<file path="config.mk">
export PLATFORM = sky130hd
export DESIGN_NAME = vgrt_div
export DESIGN_NICKNAME = d
export VERILOG_FILES = /design/src/sv/vgrt_pkg.sv /design/src/sv/vgrt_div.sv
export SDC_FILE = /design/constraint.sdc
export NUM_CORES = 1
export LEC_CHECK = 0
export BUFFER_PORTS_ARGS = -buffer_cell sky130_fd_sc_hd__clkbuf_2
export CAP_MARGIN = 25
export CORE_ASPECT_RATIO = 0.6
export CORE_MARGIN = 5
export CORE_UTILIZATION = 37
export CTS_CLUSTER_DIAMETER = 40
export DETAILED_ROUTE_END_ITERATION = 8
export GPL_TIMING_DRIVEN = 0
export PLACE_DENSITY = 0.58
export SLEW_MARGIN = 25
export SYNTH_ARGS = -nofsm -noshare
export SYNTH_HDL_FRONTEND = slang
export SYNTH_SLANG_ARGS = --single-unit
</file>
<file path="constraint.sdc">
create_clock -name clk -period 5.5 [get_ports clk]
set_input_delay 0.275 -clock clk [delete_from_list [all_inputs] [get_ports clk]]
set_output_delay 0.275 -clock clk [all_outputs]
set_load 0.01 [all_outputs]
</file>
<file path="src/sv/vgrt_pkg.sv">
package vgrt_pkg;

	localparam int DW = 64;

	localparam logic [2:0] FACE_NONE = 3'd6;

	localparam logic [1:0] CFG_RES_X = 2'd0;
	localparam logic [1:0] CFG_RES_Y = 2'd1;
	localparam logic [1:0] CFG_RES_Z = 2'd2;

	localparam logic MODE_WRITE = 1'b0;
	localparam logic MODE_TRACE = 1'b1;

	typedef struct packed {
		logic               mode;
		logic [11:0]        voxel_address;
		logic               voxel_occupied;
		logic signed [31:0] origin_x;
		logic signed [31:0] origin_y;
		logic signed [31:0] origin_z;
		logic signed [31:0] direction_x;
		logic signed [31:0] direction_y;
		logic signed [31:0] direction_z;
		logic signed [31:0] interval_start;
		logic signed [31:0] interval_end;
	} in_item_t;

	typedef struct packed {
		logic               hit;
		logic [2:0]         face;
		logic signed [31:0] hit_distance;
	} out_item_t;

	typedef enum logic [3:0] {
		ST_IDLE,
		ST_SLAB_CHK,
		ST_SLAB_W1,
		ST_SLAB_W2,
		ST_SLAB_CMP,
		ST_ENT_MUL,
		ST_ENT_POS,
		ST_ENT_IDX,
		ST_ENT_TN,
		ST_ENT_W,
		ST_START_RD,
		ST_START,
		ST_LOOP_RD,
		ST_LOOP_CHK,
		ST_LOOP_W,
		ST_EMIT
	} state_t;

endpackage

</file>
<file path="src/sv/vgrt_div.sv">
module vgrt_div (
	input  logic                         clk,
	input  logic                         arst_n,
	input  logic                         start,
	input  logic signed [vgrt_pkg::DW-1:0] num,
	input  logic signed [vgrt_pkg::DW-1:0] den,
	output logic                         done,
	output logic signed [vgrt_pkg::DW-1:0] quo
);

	localparam int DW = vgrt_pkg::DW;
	localparam int CW = $clog2(DW + 1);

	logic          run_q;
	logic          done_q;
	logic [CW-1:0] cnt_q;
	logic [DW:0]   rem_q;
	logic [DW-1:0] quo_q;
	logic [DW-1:0] dmag_q;
	logic          neg_q;
	logic          zero_q;
	logic [DW:0]   sh;
	logic [DW:0]   trial;

	always_comb begin
		sh    = {rem_q[DW-1:0], quo_q[DW-1]};
		trial = sh - {1'b0, dmag_q};
	end

	always_ff @(posedge clk or negedge arst_n) begin
		if (!arst_n) begin
			run_q  <= 1'b0;
			done_q <= 1'b0;
			cnt_q  <= '0;
		end else begin
			done_q <= 1'b0;
			if (start) begin
				run_q <= 1'b1;
				cnt_q <= CW'(DW);
			end else if (run_q) begin
				cnt_q <= cnt_q - CW'(1);
				if (cnt_q == CW'(1)) begin
					run_q  <= 1'b0;
					done_q <= 1'b1;
				end
			end
		end
	end

	always_ff @(posedge clk) begin
		if (start) begin
			rem_q  <= '0;
			quo_q  <= num[DW-1] ? (~num + DW'(1)) : num;
			dmag_q <= den[DW-1] ? (~den + DW'(1)) : den;
			neg_q  <= num[DW-1] ^ den[DW-1];
			zero_q <= (den == '0);
		end else if (run_q) begin
			rem_q <= trial[DW] ? sh : trial;
			quo_q <= {quo_q[DW-2:0], ~trial[DW]};
		end
	end

	assign done = done_q;
	assign quo  = zero_q ? '0 : (neg_q ? -$signed(quo_q) : $signed(quo_q));

endmodule

</file>
==> impl_results.md <==
- Run status: finished clean
- Setup_tns: 0 ns
- Most numerous cell in the Yosys netlist: nor2_1
- Leakage dissipation: 0.00752 uW
- Antenna violations before repair: 4
- Clk slew on worst S/H paths: 0.06 ns
- Class of the worst hold path: in2reg
- Area share of the largest cell type after synthesis: 24.3%
- Final hold vios: 0
- YS warnings: 0
- Synthesized flop and latch total: 203
- Top cell type by total area after synthesis: edfxtp_1
- Initial Utilization: 37.2%
- Tmin final: 5.01 ns
- Crit Path Max Fanout: 10
- Share of layout cells above drive strength 1: 13.6%
- Final Max Slew Viols: 0
- Post-DRT Antenna Nets: 0
- Root Buffer Master: clkbuf_16
- Tot GR Track Use: 22.4%
- Vias: 15800
- Class of the most critical setup path: reg2reg
- Kind of start point of the critical path: flip-flop
- Cell count after synthesis: 1959
- Max cap viols: 0
- Post-synthesis cell type count: 75
- Power per Cell Area: 415 nW/um^2
- CTS tree: built
- Async S/R FF share, synth: 4.43%
- Synth Cell Area: 16100 sq um
- Vias in the first global route: 14700
- Die area: 47800 sq um
- Vias per cell: 5.63
- Num CTS Buffers: 36
- Crit end category: flip-flop
- Worst skew pair latency: 0.54 ns
- Post-place instance area: 17800 sq um
- Final Setup Violations: 0
- Setup bufs post-CTS: 0
- Core Region: 43100 sq um
- Final period utilization: 91.0%
- Post-synth EDFFs: 130
- Relative slew slack: 29.5%
- Die Height: 171 um
- Clock Skews: 0.0286 ns
- Synth area leaders: edfxtp_1 24%, dfxtp_1 8.0%, xor2_1 7.5%, nor2_1 6.0%, xnor2_1 5.7%
- GRT overflow: 0
- CTS H-tree depth: 2
- Final instance area: 19000 sq um
- Longest Clk Path Bufs: 3
- IO buf count: 193
- Measured slew at the worst slew-check pin: 1.06 ns
- Synthesized Nets: 2160
- Drc violations: 0
- Ys flop type: edfxtp_1
- Nets: 2395
- Num ports: 196
- Synth top cells by count: 258 x nor2_1, 206 x nand2_1, 160 x a21oi_1
- DR pass1 iterations: 5
- Sequential area share after synthesis: 33.7%
- Die Wd: 279 um
- DP Wirelength: 44000 um
- Worst Path Required: 5.92 ns
- Min Hold Slack: 0.0582 ns
- FILL cells: 4392
- Gp weighted congestion: 0.977
- Unrepaired setup endpoints after global routing: no
- Tot Pwr: 7890 uW
- 1st-iter DRT viols: 1514
- Routed len/inst: 20.0 um
- Row count: 59
- Final WL: 56000 um
- Mapped Avg Cell Area: 8.20 sq um
- First-pass GRT wire length: 85000 um
- Largest net degree at the start of global routing: 50
- TritonCTS Sinks: 203
- Syn-to-layout area delta: 18.4%
- Fmax: 200 MHz
- Peak VDD IR: 226 uV
- WP data arrival: 5.42 ns
## metrics by stage
stage                     setup slack [ns]  std cells  utilization [%]
final                                0.494       2803             44.1
after global routing                 0.202       2803             44.1
after CTS                            0.533       2800             44.1
after detailed placement             0.573       2733             41.3
after global placement               0.600       2731             41.2
after floorplan                       1.89       1959                -
## cells by family (layout without fill, tap and decap cells)
logic type / count (synthesis) / count (layout) / synth area share (%)
other: 0 / 3 / 0
adders and majority gates: 70 / 70 / 5.50
and+or+nand+nor: 704 / 704 / 20.8
AOI/OAI and AO/OA: 523 / 523 / 21.3
muxes: 5 / 5 / 0.319
DFF: 203 / 203 / 33.7
xor gates and xnor gates: 244 / 244 / 13.4
buffers and inverters: 210 / 472 / 4.99
## layer usage
metal,vias up,track usage (%),part of all wire [%]
met1,7592,35.6,51
met5,-,0,0
met4,0,5.07,1.9
met2,578,30.7,40
li1,7551,-,-
met3,71,4.61,7.6
## power breakdown
part	internal, uW	switching [uW]
clock	1360	834
sequential	1990	284
combinational	1260	2170
## flip-flops by register name, indices dropped and copies added, names as in the netlist
signal  count
done        1
rem_q      64
cnt_q       7
neg_q       1
quo_q      64
run_q       1
dmag_q     64
zero_q      1
## final cells by class
cell class	instances	area [sq um]	area share, %
tap	579	724	3.81
sequential	203	5410	28.5
timing repair buffer	197	1040	5.45
clock buffer	45	998	5.25
buffer	111	430	2.26
clock inverter	20	178	0.935
antenna	3	7.51	0.0395
multi-input combinational	1546	9850	51.8
inverter	99	372	1.95
## timing repair
action	in CTS	in global routing
setup endpoints to repair	0	0
hold buffers	2	0
endpoints found under the hold margin	10	0
gates resized for setup	0	0
## cells in the final DEF, fill, tap and decap left out, drive strengths merged, types with 21 or more instances in the layout
master,synthesis,layout
a211oi,21,21
a21o,24,24
a21oi,160,160
a311oi,47,47
clkbuf,105,343
dfxtp,64,64
edfxtp,130,130
ha,69,69
inv,98,106
nand2,206,206
nand4,32,32
nor2,258,258
nor3,21,21
o21ai,106,106
o31ai,60,60
o41ai,28,28
or3,51,51
or4,28,28
xnor2,106,106
xor2,138,138
## worst max-delay path, cell delays in order (launching register included)
cell and delay (ns):
edfxtp_1 0.32, inv_1 0.05, ha_1 0.26, clkbuf_1 0.30, and4_1 0.26, or3b_2 0.46, or3_1 0.38, o21a_1 0.30
o21ai_1 0.60, a221oi_2 0.24, xnor2_2 0.60, clkbuf_1 0.65, nand2_1 0.14, a311oi_1 0.32
## final timing paths
| check | from | to | slack (ns) | cells past startpoint |
|---|---|---|---|---|
| max in group asynchronous | arst_n | cnt_q[5] | 5.07 | 2 |
| worst min-delay path | den[61] | dmag_q[61] | 0.06 | 2 |
| worst max register to register | dmag_q[20] | rem_q[9] | 0.49 | 13 |
| worst max-delay path | dmag_q[20] | rem_q[9] | 0.49 | 13 |
| min in group asynchronous | arst_n | done | 0.21 | 2 |
| worst min register to register | rem_q[13] | rem_q[14] | 0.47 | 2 |
Note: power is estimated with default switching activity, not from simulation.
